<file path="config.mk">
export PLATFORM = sky130hd
export DESIGN_NAME = virtio_pci_common_config_regs
export DESIGN_NICKNAME = d
export VERILOG_FILES = /design/src/hdl/vpcc_pkg.sv /design/src/hdl/vpcc_common.sv /design/src/hdl/vpcc_devcfg.sv /design/src/hdl/virtio_pci_common_config_regs.sv
export VERILOG_INCLUDE_DIRS = /design/src /design/src/hdl
export SDC_FILE = /design/constraint.sdc
export NUM_CORES = 2
export LEC_CHECK = 0
export ABC_AREA = 0
export CAP_MARGIN = 10
export CELL_PAD_IN_SITES_DETAIL_PLACEMENT = 0
export CELL_PAD_IN_SITES_GLOBAL_PLACEMENT = 1
export CORE_MARGIN = 2
export CORE_UTILIZATION = 50
export DETAILED_ROUTE_END_ITERATION = 6
export DONT_BUFFER_PORTS = 1
export GPL_TIMING_DRIVEN = 0
export PLACE_DENSITY_LB_ADDON = 0.12
export SETUP_SLACK_MARGIN = 0.05
export SLEW_MARGIN = 20
export SYNTH_ARGS = -nofsm -noshare
export SYNTH_HDL_FRONTEND = slang
export SYNTH_SLANG_ARGS = --single-unit
</file>
<file path="constraint.sdc">
create_clock -name clk -period 6.1 [get_ports clk]
set_input_delay 0 -clock clk [delete_from_list [all_inputs] [get_ports clk]]
set_output_delay 0 -clock clk [all_outputs]
set_load 0.1 [all_outputs]
</file>
<file path="src/hdl/virtio_pci_common_config_regs_defines.svh">
// ----------------------------------------------------------------------------
// Assertion macros for the virtio PCI register block
// Same-cycle and next-cycle implication checks, clocked on a rising edge and
// disabled while the active-low reset is asserted.
// ----------------------------------------------------------------------------
`ifndef VIRTIO_PCI_COMMON_CONFIG_REGS_DEFINES_SVH
`define VIRTIO_PCI_COMMON_CONFIG_REGS_DEFINES_SVH

// Check that cons holds in the same cycle as ante.
`define VPCC_ASSERT_SAME(lbl, clk, rst_n, ante, cons, msg) \
	lbl: assert property (@(posedge clk) disable iff (!rst_n) (ante) |-> (cons)) \
		else $error(msg);

// Check that cons holds in the cycle after ante.
`define VPCC_ASSERT_NEXT(lbl, clk, rst_n, ante, cons, msg) \
	lbl: assert property (@(posedge clk) disable iff (!rst_n) (ante) |=> (cons)) \
		else $error(msg);

`endif

</file>
<file path="src/hdl/vpcc_pkg.sv">
// ----------------------------------------------------------------------------
// vpcc_pkg
// Shared codes, offsets, reset values and item types of the virtio PCI
// register block.
// ----------------------------------------------------------------------------
package vpcc_pkg;

	// Default parameter values
	localparam int unsigned MAX_QUEUES_DEF      = 8;
	localparam int unsigned DEV_CFG_BYTES_DEF   = 256;

	// Access kinds
	localparam logic CMD_READ  = 1'b0;
	localparam logic CMD_WRITE = 1'b1;

	// Regions
	localparam logic [1:0] REGION_COMMON = 2'd0;
	localparam logic [1:0] REGION_NOTIFY = 2'd1;
	localparam logic [1:0] REGION_ISR    = 2'd2;
	localparam logic [1:0] REGION_DEVICE = 2'd3;

	// Outcome codes
	localparam logic [1:0] OUT_OK          = 2'd0;
	localparam logic [1:0] OUT_UNSUPPORTED = 2'd1;
	localparam logic [1:0] OUT_SIZE        = 2'd2;
	localparam logic [1:0] OUT_RANGE       = 2'd3;

	// Access sizes
	localparam logic [2:0] SIZE_1 = 3'd1;
	localparam logic [2:0] SIZE_2 = 3'd2;
	localparam logic [2:0] SIZE_4 = 3'd4;

	// Common config offsets
	localparam logic [7:0] OFF_DEV_FEAT_SEL   = 8'd0;
	localparam logic [7:0] OFF_DEV_FEAT       = 8'd4;
	localparam logic [7:0] OFF_GUEST_FEAT_SEL = 8'd8;
	localparam logic [7:0] OFF_GUEST_FEAT     = 8'd12;
	localparam logic [7:0] OFF_NUM_QUEUES     = 8'd18;
	localparam logic [7:0] OFF_DEV_STATUS     = 8'd20;
	localparam logic [7:0] OFF_CFG_GEN        = 8'd21;
	localparam logic [7:0] OFF_QUEUE_SEL      = 8'd22;
	localparam logic [7:0] OFF_QUEUE_SIZE     = 8'd24;
	localparam logic [7:0] OFF_QUEUE_ENABLE   = 8'd28;
	localparam logic [7:0] OFF_QUEUE_NOTIFY   = 8'd30;

	// Configuration register indexes
	localparam logic [1:0] CFG_OFFERED_FEATURES = 2'd0;
	localparam logic [1:0] CFG_QUEUE_COUNT      = 2'd1;
	localparam logic [1:0] CFG_DEFAULT_QSIZE    = 2'd2;
	localparam logic [1:0] CFG_DEV_CFG_LEN      = 2'd3;

	// Configuration reset values
	localparam logic [63:0] OFFERED_FEATURES_RST = 64'h0000_0001_2000_0000;
	localparam logic [3:0]  QUEUE_COUNT_RST      = 4'd1;
	localparam logic [15:0] DEFAULT_QSIZE_RST    = 16'h0100;
	localparam logic [8:0]  DEV_CFG_LEN_RST      = 9'd256;

	// Feature bits
	localparam int unsigned BIT_VERSION_1 = 32;
	localparam int unsigned BIT_EVENT_IDX = 29;
	localparam logic [63:0] FEAT_FORCED   = 64'h0000_0001_2000_0000;
	localparam int unsigned STATUS_FEATURES_OK_BIT = 3;

	typedef struct packed {
		logic        cmd;
		logic [1:0]  region;
		logic [7:0]  offset;
		logic [2:0]  access_size;
		logic [31:0] write_data;
	} item_t;

	typedef struct packed {
		logic [31:0] read_data;
		logic [1:0]  outcome;
	} result_t;

endpackage

</file>
<file path="src/hdl/vpcc_common.sv">
// ----------------------------------------------------------------------------
// vpcc_common
// Common config region: decode, feature and status registers, queue tables.
// ----------------------------------------------------------------------------
module vpcc_common #(
	parameter int unsigned MAX_QUEUES = vpcc_pkg::MAX_QUEUES_DEF
) (
	input  logic              clk,
	input  logic              arst_n,
	input  logic              valid_s1,
	input  vpcc_pkg::item_t   item_s1,
	input  logic [63:0]       offered_features,
	input  logic [3:0]        queue_count,
	input  logic [15:0]       default_queue_size,
	output vpcc_pkg::result_t result
);

	localparam int unsigned QIW = (MAX_QUEUES > 1) ? $clog2(MAX_QUEUES) : 1;
	localparam int unsigned LQW = $clog2(MAX_QUEUES + 1);

	logic              dev_hi_q;
	logic              guest_hi_q;
	logic [63:0]       accepted_q;
	logic [7:0]        status_q;
	logic [15:0]       sel_q;
	logic [15:0]       qsize_q    [MAX_QUEUES];
	logic              qsize_wr_q [MAX_QUEUES];
	logic [15:0]       qen_q      [MAX_QUEUES];

	logic [LQW-1:0]    live;
	logic [QIW-1:0]    q_idx;
	logic              in_range;
	logic [63:0]       feat;
	logic              known;
	logic              qfield;
	logic [2:0]        need;
	logic [1:0]        outcome;
	logic [31:0]       rdata;
	logic              commit;
	logic [7:0]        status_nxt;

	assign live = (32'(queue_count) < MAX_QUEUES) ? LQW'(queue_count) : LQW'(MAX_QUEUES);
	assign q_idx    = QIW'(sel_q);
	assign in_range = sel_q < 16'(live);
	assign feat     = offered_features | vpcc_pkg::FEAT_FORCED;

	// Decode the offset: which fields exist and at what width
	always_comb begin
		known  = 1'b1;
		qfield = 1'b0;
		need   = vpcc_pkg::SIZE_4;
		if (item_s1.cmd == vpcc_pkg::CMD_READ) begin
			unique case (item_s1.offset)
				vpcc_pkg::OFF_DEV_FEAT:     need = vpcc_pkg::SIZE_4;
				vpcc_pkg::OFF_NUM_QUEUES:   need = vpcc_pkg::SIZE_2;
				vpcc_pkg::OFF_DEV_STATUS:   need = vpcc_pkg::SIZE_1;
				vpcc_pkg::OFF_CFG_GEN:      need = vpcc_pkg::SIZE_1;
				vpcc_pkg::OFF_QUEUE_SIZE,
				vpcc_pkg::OFF_QUEUE_ENABLE,
				vpcc_pkg::OFF_QUEUE_NOTIFY: begin
					need   = vpcc_pkg::SIZE_2;
					qfield = 1'b1;
				end
				default:                    known = 1'b0;
			endcase
		end else begin
			unique case (item_s1.offset)
				vpcc_pkg::OFF_DEV_FEAT_SEL,
				vpcc_pkg::OFF_GUEST_FEAT_SEL,
				vpcc_pkg::OFF_GUEST_FEAT:   need = vpcc_pkg::SIZE_4;
				vpcc_pkg::OFF_DEV_STATUS:   need = vpcc_pkg::SIZE_1;
				vpcc_pkg::OFF_QUEUE_SEL:    need = vpcc_pkg::SIZE_2;
				vpcc_pkg::OFF_QUEUE_SIZE,
				vpcc_pkg::OFF_QUEUE_ENABLE: begin
					need   = vpcc_pkg::SIZE_2;
					qfield = 1'b1;
				end
				default:                    known = 1'b0;
			endcase
		end

		if (!known) begin
			outcome = vpcc_pkg::OUT_UNSUPPORTED;
		end else if (item_s1.access_size != need) begin
			outcome = vpcc_pkg::OUT_SIZE;
		end else if (qfield && !in_range) begin
			outcome = vpcc_pkg::OUT_RANGE;
		end else begin
			outcome = vpcc_pkg::OUT_OK;
		end
	end

	// Read data; config generation falls through to zero
	always_comb begin
		unique case (item_s1.offset)
			vpcc_pkg::OFF_DEV_FEAT:     rdata = dev_hi_q ? feat[63:32] : feat[31:0];
			vpcc_pkg::OFF_NUM_QUEUES:   rdata = 32'(live);
			vpcc_pkg::OFF_DEV_STATUS:   rdata = 32'(status_q);
			vpcc_pkg::OFF_QUEUE_SIZE:
				rdata = qsize_wr_q[q_idx] ? 32'(qsize_q[q_idx]) : 32'(default_queue_size);
			vpcc_pkg::OFF_QUEUE_ENABLE: rdata = 32'(qen_q[q_idx]);
			vpcc_pkg::OFF_QUEUE_NOTIFY: rdata = 32'(sel_q);
			default:                    rdata = '0;
		endcase
	end

	assign result.read_data = rdata;
	assign result.outcome   = outcome;

	assign commit = valid_s1 && (item_s1.region == vpcc_pkg::REGION_COMMON)
		&& (item_s1.cmd == vpcc_pkg::CMD_WRITE) && (outcome == vpcc_pkg::OUT_OK);

	// Drop FEATURES_OK unless both required features were accepted
	always_comb begin
		status_nxt = item_s1.write_data[7:0];
		if (!(accepted_q[vpcc_pkg::BIT_VERSION_1] && accepted_q[vpcc_pkg::BIT_EVENT_IDX])) begin
			status_nxt[vpcc_pkg::STATUS_FEATURES_OK_BIT] = 1'b0;
		end
	end

	always_ff @(posedge clk or negedge arst_n) begin
		if (!arst_n) begin
			dev_hi_q   <= 1'b0;
			guest_hi_q <= 1'b0;
			accepted_q <= '0;
			status_q   <= '0;
			sel_q      <= '0;
			for (int q = 0; q < MAX_QUEUES; q++) begin
				qsize_wr_q[q] <= 1'b0;
				qen_q[q]      <= '0;
			end
		end else if (commit) begin
			unique case (item_s1.offset)
				vpcc_pkg::OFF_DEV_FEAT_SEL:   dev_hi_q   <= item_s1.write_data != '0;
				vpcc_pkg::OFF_GUEST_FEAT_SEL: guest_hi_q <= item_s1.write_data != '0;
				vpcc_pkg::OFF_GUEST_FEAT: begin
					if (guest_hi_q) begin
						accepted_q[63:32] <= item_s1.write_data;
					end else begin
						accepted_q[31:0] <= item_s1.write_data;
					end
				end
				vpcc_pkg::OFF_DEV_STATUS:     status_q <= status_nxt;
				vpcc_pkg::OFF_QUEUE_SEL:      sel_q    <= item_s1.write_data[15:0];
				vpcc_pkg::OFF_QUEUE_SIZE:     qsize_wr_q[q_idx] <= 1'b1;
				vpcc_pkg::OFF_QUEUE_ENABLE:   qen_q[q_idx] <= item_s1.write_data[15:0];
				default: ;
			endcase
		end
	end

	// Queue sizes hold no reset value; the written flag covers them
	always_ff @(posedge clk) begin
		if (commit && (item_s1.offset == vpcc_pkg::OFF_QUEUE_SIZE)) begin
			qsize_q[q_idx] <= item_s1.write_data[15:0];
		end
	end

endmodule

</file>
<file path="src/hdl/vpcc_devcfg.sv">
// ----------------------------------------------------------------------------
// vpcc_devcfg
// Device config byte store: four byte-lane banks, a clearing pass after
// reset, range check and read assembly.
// ----------------------------------------------------------------------------
`include "virtio_pci_common_config_regs_defines.svh"

module vpcc_devcfg #(
	parameter int unsigned DEVICE_CONFIG_BYTES = vpcc_pkg::DEV_CFG_BYTES_DEF
) (
	input  logic              clk,
	input  logic              arst_n,
	input  logic              accept,
	input  vpcc_pkg::item_t   item,
	input  vpcc_pkg::item_t   item_s1,
	input  logic [8:0]        config_len,
	output logic              busy,
	output vpcc_pkg::result_t result
);

	localparam int unsigned ROWS = (DEVICE_CONFIG_BYTES + 3) / 4;
	localparam int unsigned RW   = (ROWS > 1) ? $clog2(ROWS) : 1;

	logic          clearing_q;
	logic [RW-1:0] clr_q;
	logic [8:0]    live_len;
	logic [8:0]    end_addr;
	logic          size_ok;
	logic [1:0]    outcome_now;
	logic [1:0]    outcome_s1;
	logic          we;
	logic [7:0]    lane_rd_s1 [4];

	assign busy = clearing_q;

	assign live_len = (32'(config_len) < DEVICE_CONFIG_BYTES) ? config_len
		: 9'(DEVICE_CONFIG_BYTES);
	assign end_addr = {1'b0, item.offset} + 9'(item.access_size);
	assign size_ok  = (item.access_size == vpcc_pkg::SIZE_1)
		|| (item.access_size == vpcc_pkg::SIZE_2)
		|| (item.access_size == vpcc_pkg::SIZE_4);

	always_comb begin
		if (!size_ok) begin
			outcome_now = vpcc_pkg::OUT_SIZE;
		end else if (end_addr > live_len) begin
			outcome_now = vpcc_pkg::OUT_RANGE;
		end else begin
			outcome_now = vpcc_pkg::OUT_OK;
		end
	end

	assign we = accept && (item.region == vpcc_pkg::REGION_DEVICE)
		&& (item.cmd == vpcc_pkg::CMD_WRITE) && (outcome_now == vpcc_pkg::OUT_OK);

	always_ff @(posedge clk) begin
		if (accept) begin
			outcome_s1 <= outcome_now;
		end
	end

	// Sweep one row per cycle after reset
	always_ff @(posedge clk or negedge arst_n) begin
		if (!arst_n) begin
			clearing_q <= 1'b1;
			clr_q      <= '0;
		end else if (clearing_q) begin
			if (clr_q == RW'(ROWS - 1)) begin
				clearing_q <= 1'b0;
			end else begin
				clr_q <= clr_q + RW'(1);
			end
		end
	end

	// Lane k holds bytes whose address is k modulo four
	for (genvar k = 0; k < 4; k++) begin : g_lane
		logic [1:0]    idx;
		logic [8:0]    addr;
		logic [RW-1:0] row;
		logic          used;
		logic [7:0]    mem [ROWS];

		assign idx  = 2'(k) - item.offset[1:0];
		assign addr = {1'b0, item.offset} + 9'(idx);
		assign row  = RW'(addr >> 2);
		assign used = {1'b0, idx} < item.access_size;

		always_ff @(posedge clk) begin
			if (clearing_q) begin
				mem[clr_q] <= '0;
			end else if (we && used) begin
				mem[row] <= item.write_data[{idx, 3'b000} +: 8];
			end
		end

		always_ff @(posedge clk) begin
			if (accept) begin
				lane_rd_s1[k] <= mem[row];
			end
		end
	end

	// Rotate lanes back into byte order and mask unused bytes
	always_comb begin
		logic [1:0] lane;
		result.read_data = '0;
		result.outcome   = outcome_s1;
		for (int i = 0; i < 4; i++) begin
			lane = item_s1.offset[1:0] + 2'(i);
			if (3'(i) < item_s1.access_size) begin
				result.read_data[8*i +: 8] = lane_rd_s1[lane];
			end
		end
	end

	`VPCC_ASSERT_NEXT(a_clear_once, clk, arst_n, !busy, !busy, "store busy again after clear")

endmodule

</file>
<file path="src/hdl/virtio_pci_common_config_regs.sv">
// ----------------------------------------------------------------------------
// virtio_pci_common_config_regs
// Virtio 1.0 PCI register block: common config, notify, ISR and device
// config regions, one bus access in and one result out per access.
// ----------------------------------------------------------------------------
// Usage:
//   Drive an access on cmd/region/offset/access_size/write_data with start
//   high; the item is taken at a rising edge where start is high and busy is
//   low. After the input register and the result register, done is high for
//   one cycle with read_data and outcome; the receiver cannot stall, so
//   take the result then. A new item may be started every cycle while busy
//   is low: the input register, the decode stage and the result register
//   overlap, so throughput is one item per cycle when busy is low.
//   Device config reads and writes use four byte-lane memories addressed at
//   the accept edge; common region state updates in the cycle after, from
//   the input register, so each item sees everything earlier items left.
//   After reset busy stays high while the device store is swept to zero,
//   one row per cycle over ceil(DEVICE_CONFIG_BYTES / 4) rows (64 at the
//   default size); configuration writes are taken during that time.
//   Configuration goes through cfg_we/cfg_index/cfg_wdata. The user must
//   write it only while no access is in flight; the block does not enforce it.
// ----------------------------------------------------------------------------
`include "virtio_pci_common_config_regs_defines.svh"

module virtio_pci_common_config_regs #(
	parameter int unsigned MAX_QUEUES          = vpcc_pkg::MAX_QUEUES_DEF,
	parameter int unsigned DEVICE_CONFIG_BYTES = vpcc_pkg::DEV_CFG_BYTES_DEF
) (
	input  logic        clk,
	input  logic        arst_n,
	// access channel
	input  logic        start,
	output logic        busy,
	input  logic        cmd,
	input  logic [1:0]  region,
	input  logic [7:0]  offset,
	input  logic [2:0]  access_size,
	input  logic [31:0] write_data,
	// result channel
	output logic        done,
	output logic [31:0] read_data,
	output logic [1:0]  outcome,
	// configuration port
	input  logic        cfg_we,
	input  logic [1:0]  cfg_index,
	input  logic [63:0] cfg_wdata
);

	logic              accept;
	vpcc_pkg::item_t   item;
	vpcc_pkg::item_t   item_s1;
	logic              valid_s1;
	vpcc_pkg::result_t common_res;
	vpcc_pkg::result_t dev_res;
	vpcc_pkg::result_t res;

	logic [63:0]       offered_features_q;
	logic [3:0]        queue_count_q;
	logic [15:0]       default_qsize_q;
	logic [8:0]        dev_cfg_len_q;

	logic              done_q;
	logic [31:0]       read_data_q;
	logic [1:0]        outcome_q;

	assign accept = start && !busy;

	assign item.cmd         = cmd;
	assign item.region      = region;
	assign item.offset      = offset;
	assign item.access_size = access_size;
	assign item.write_data  = write_data;

	// Configuration registers
	always_ff @(posedge clk or negedge arst_n) begin
		if (!arst_n) begin
			offered_features_q <= vpcc_pkg::OFFERED_FEATURES_RST;
			queue_count_q      <= vpcc_pkg::QUEUE_COUNT_RST;
			default_qsize_q    <= vpcc_pkg::DEFAULT_QSIZE_RST;
			dev_cfg_len_q      <= vpcc_pkg::DEV_CFG_LEN_RST;
		end else if (cfg_we) begin
			unique case (cfg_index)
				vpcc_pkg::CFG_OFFERED_FEATURES: offered_features_q <= cfg_wdata;
				vpcc_pkg::CFG_QUEUE_COUNT:      queue_count_q      <= cfg_wdata[3:0];
				vpcc_pkg::CFG_DEFAULT_QSIZE:    default_qsize_q    <= cfg_wdata[15:0];
				vpcc_pkg::CFG_DEV_CFG_LEN:      dev_cfg_len_q      <= cfg_wdata[8:0];
			endcase
		end
	end

	// Input register: hold the accepted item for the decode stage
	always_ff @(posedge clk or negedge arst_n) begin
		if (!arst_n) begin
			valid_s1 <= 1'b0;
		end else begin
			valid_s1 <= accept;
		end
	end

	always_ff @(posedge clk) begin
		if (accept) begin
			item_s1 <= item;
		end
	end

	vpcc_common #(
		.MAX_QUEUES (MAX_QUEUES)
	) u_common (
		.clk                (clk),
		.arst_n             (arst_n),
		.valid_s1           (valid_s1),
		.item_s1            (item_s1),
		.offered_features   (offered_features_q),
		.queue_count        (queue_count_q),
		.default_queue_size (default_qsize_q),
		.result             (common_res)
	);

	vpcc_devcfg #(
		.DEVICE_CONFIG_BYTES (DEVICE_CONFIG_BYTES)
	) u_devcfg (
		.clk        (clk),
		.arst_n     (arst_n),
		.accept     (accept),
		.item       (item),
		.item_s1    (item_s1),
		.config_len (dev_cfg_len_q),
		.busy       (busy),
		.result     (dev_res)
	);

	// Pick the region's answer; notify and ISR are never served
	always_comb begin
		unique case (item_s1.region)
			vpcc_pkg::REGION_COMMON: res = common_res;
			vpcc_pkg::REGION_DEVICE: res = dev_res;
			default: begin
				res.read_data = '0;
				res.outcome   = vpcc_pkg::OUT_UNSUPPORTED;
			end
		endcase
	end

	// Result register: writes and failures return zero data
	always_ff @(posedge clk or negedge arst_n) begin
		if (!arst_n) begin
			done_q <= 1'b0;
		end else begin
			done_q <= valid_s1;
		end
	end

	always_ff @(posedge clk) begin
		if (valid_s1) begin
			outcome_q <= res.outcome;
			if ((item_s1.cmd == vpcc_pkg::CMD_WRITE) || (res.outcome != vpcc_pkg::OUT_OK)) begin
				read_data_q <= '0;
			end else begin
				read_data_q <= res.read_data;
			end
		end
	end

	assign done      = done_q;
	assign read_data = read_data_q;
	assign outcome   = outcome_q;

	`VPCC_ASSERT_SAME(a_done_follows, clk, arst_n, $past(accept, 2), done, "result missing")
	`VPCC_ASSERT_SAME(a_done_cause, clk, arst_n, done, $past(accept, 2), "result invented")
	`VPCC_ASSERT_NEXT(a_write_zero, clk, arst_n, valid_s1 && (item_s1.cmd == vpcc_pkg::CMD_WRITE),
		read_data == '0, "write result carries data")

endmodule

</file>
==> reports/results.ini <==
[yosys]
yosysSeqAreaShare_pct = 72.4
syn_inst = 5734
syn-num-nets = 5882
synthTopCellsByCount = 2290 x edfxtp_1, 543 x mux4_2, 473 x nand2_1
synth_cell_types = 84
synth.most_common_cell = edfxtp_1
yosys-top-cells-area = edfxtp_1 66%, mux4_2 12%, dfrtp_1 6.2%, mux2_2 2.7%, nand2_1 1.7%
yosysWarnings = 0
synth.avg_cell_area_um2 = 18.2
ys_seq_elements = 2556
synth_top_cell_by_area = edfxtp_1
synth_top_area_share_pct = 66.0
yosys_most_used_dff = edfxtp_1
synth_edf_count = 2290
async_flop_share_pct = 10.3
syn_area_um2 = 104000

[power_and_ir_drop]
switchingPower_mw = 8.80
power.share.switching_pct = 22.9
power_frac_seq_pct = 50.1
power.leakage_nw = 44.0
internal_power_mw = 29.7
powerDensity_nw_per_um2 = 319
p_comb_share_pct = 6.9
peakVddDrop_uv = 340
totalPowerFinal_mw = 38.5
power_frac_clock_pct = 43.0

[setup_path]
max_stage_delay_ns = 0.71
start_kind = flop
critPathKind = flop to flop
path_cells = clkbuf_1 > buf_1 > inv_1 > ha_1 > and3b_1 > o21ai_0 > a2111oi_0 > a311o_1 > o211ai_4 > buf_6 > o22a_1 > clkbuf_1 > a21oi_1
critPathRequiredTime_ns = 6.70
slowest_stage = o22a_1
end_kind = flop
cp_num_buf_inv = 5
reg2reg_from = item_s1[35]
cp_common_cell = clkbuf_1
crit_path_start = item_s1[35]
worstPathArrival_ns = 6.61
crit_fanout = 10
critPathTopFamily = compound AO/OA/AOI/OAI gates

[drt]
drc = 0
wl_per_cell_um = 36.4
vias = 61300
dr.pass1.iters = 6
wl_um = 343000
drt_iter0_drc = 8973
drtAntennaViolNets = 0
viasPerCell = 6.51

[grt]
grtUsageMet2_pct = 49.5
met3_usage_pct = 7.83
antenna_found_initial = 51
grt_pass1_vias = 59700
grt_first_pass_wirelength_um = 472000
grtUsageTotal_pct = 32.4
grt_max_degree = 265
grt.busiest_layer = met2
grtUsageMet1_pct = 43.8
overflow = 0

[clocking]
clockRootBuffer = clkbuf_16
clkSinkCount = 2556
clk_pin_slew_ns = 0.06
htree_levels = 5
cts_buffers = 283
clk_latency_ns = 0.95
cts_tree = built
clock_path_buffers = 4

[timing]
setup_viol = 0
rsz0062_at_grt = false
slew_headroom_pct = 15.0
period_share_pct = 98.5
maxSlewViolCount = 0
hold_violations = 0
fin_crit_ns = 6.01
max_clock_freq_mhz = 166
skew_ns = 0.0452
worst_pin_slew_ns = 1.27

[layout]
final_cells = 9417
syn_to_final_growth_pct = 15.9
nets = 6493
layout-drive-gt1-share_pct = 23.6
fillers = 15700
seqCellArea_um2 = 75400
multi_input_area_um2 = 27800

[place]
place.port_buffers = 0
dp_cells = 8626
dp_hpwl_um = 228000
gp_congestion = 0.962

[die]
ioPinCount = 152
die_h_um = 460
core_area_um2 = 207000
start_util_pct = 50.3
die_w_um = 460
dieArea_um2 = 212000
rows = 167

[run]
maxCapViolCount = 0

[worst_hold_path]
min_from = offset[0]
hp-class = input port to flop

[run_status]
outcome = completed

layout make-up:
cell class                      instances  area share, %
Clock buffer                          368           6.28
Multi-Input combinational cell       2813           23.1
Timing Repair Buffer                  328           2.87
Inverter                               28         0.0871
Sequential cell                      2556           62.5
Antenna cell                           81          0.168
Tap cell                             2788           2.89
Buffer                                335           1.19
Clock inverter                        120          0.969
cell usage in the layout (no fill, tap or decap), types with 81 or more instances in the layout:
cell type,n
edfxtp_1,2290
mux4_2,543
nand2_1,473
nor2_1,364
clkbuf_16,289
clkbuf_1,264
dfrtp_1,259
mux2_2,246
dlygate4sd3_1,221
mux2i_1,133
nand3_1,128
a22oi_1,118
buf_2,97
diode_2,81
sequential cells by signal (all words and copies together), names as in the netlist, 9 cells and up, named ones only:
signal and count:
u_devcfg.g_lane.mem 2048, u_common.qen_q 128, u_common.qsize_q 128, offered_features_q 62
item_s1 46, read_data 32, u_devcfg.lane_rd_s1 32, default_qsize_q 16
u_common.sel_q 16, dev_cfg_len_q 9
layer usage:
| layer | vias to the layer above | part of all wire, % |
|---|---|---|
| met5 | - | 0.059 |
| met4 | 24 | 5.5 |
| met3 | 830 | 10 |
| met2 | 3769 | 46 |
| met1 | 32200 | 38 |
| li1 | 24500 | - |
stage by stage:
step	setup WS [ns]	cell area (um2)	utilization (%)	hold slack [ns]	TNS (ns)
2_1_floorplan	0.355	104000	-	-0.296	0
3_3_place_gp	-3.54	108000	52.0	-0.290	-6960.24
3_5_place_dp	-1.19	109000	52.8	-0.288	-1428.91
4_1_cts	0.00741	120000	58.2	0.00351	0
5_1_grt	0.0604	121000	58.3	0.0321	0
6_report	0.0896	121000	58.3	0.0200	0
tightest hold or removal path, stage by stage:
cell and delay, ns:
buf_2 0.28, clkbuf_1 0.37, nand2_1 0.15, o21ai_0 0.08
power groups by stage:
stage | logic [mW] | registers [mW] | clock network, mW
after floorplan | 1.33 | 19.6 | 0
after global placement | 2.25 | 19.6 | 0
final | 2.65 | 19.3 | 16.6
after detailed placement | 2.30 | 19.6 | 0
after global routing | 2.72 | 19.3 | 17.3
after CTS | 2.58 | 19.3 | 16.7
timing repair:
item | in CTS | in global routing
pin swaps | 0 | 0
setup buffers | 0 | 0
gates resized for setup | 2 | 10
endpoints found under the setup margin | 429 | 1018
hold buffers | 221 | 1
hold endpoints to repair | 933 | 132
worst paths after layout:
check	depth (start not counted)	endpoint	slack [ns]
worst min-delay path	4	flop	0.02
worst max-delay path	13	read_data[3]	0.09
worst max register to register	13	read_data[3]	0.09
min in group asynchronous	3	u_common.qen_q[77]	0.33
worst min register to register	1	u_common.qsize_wr_q[5]	0.47
max in group asynchronous	4	valid_s1	4.51
kinds of logic (layout without fill, tap and decap cells):
kind of cell | Yosys count | count (layout) | share of synthesized area (%)
other | 0 | 81 | 0
AND/OR/NAND/NOR | 1211 | 1211 | 5.25
AO/OA/AOI/OAI | 573 | 573 | 4.02
flip-flops | 2556 | 2556 | 72.4
multiplexers | 956 | 956 | 16.1
XOR/XNOR | 41 | 41 | 0.352
adder cells (fa/ha/maj) | 32 | 32 | 0.392
buffers and inverters | 365 | 1179 | 1.45
No activity file was read; power rests on OpenSTA's default activity.
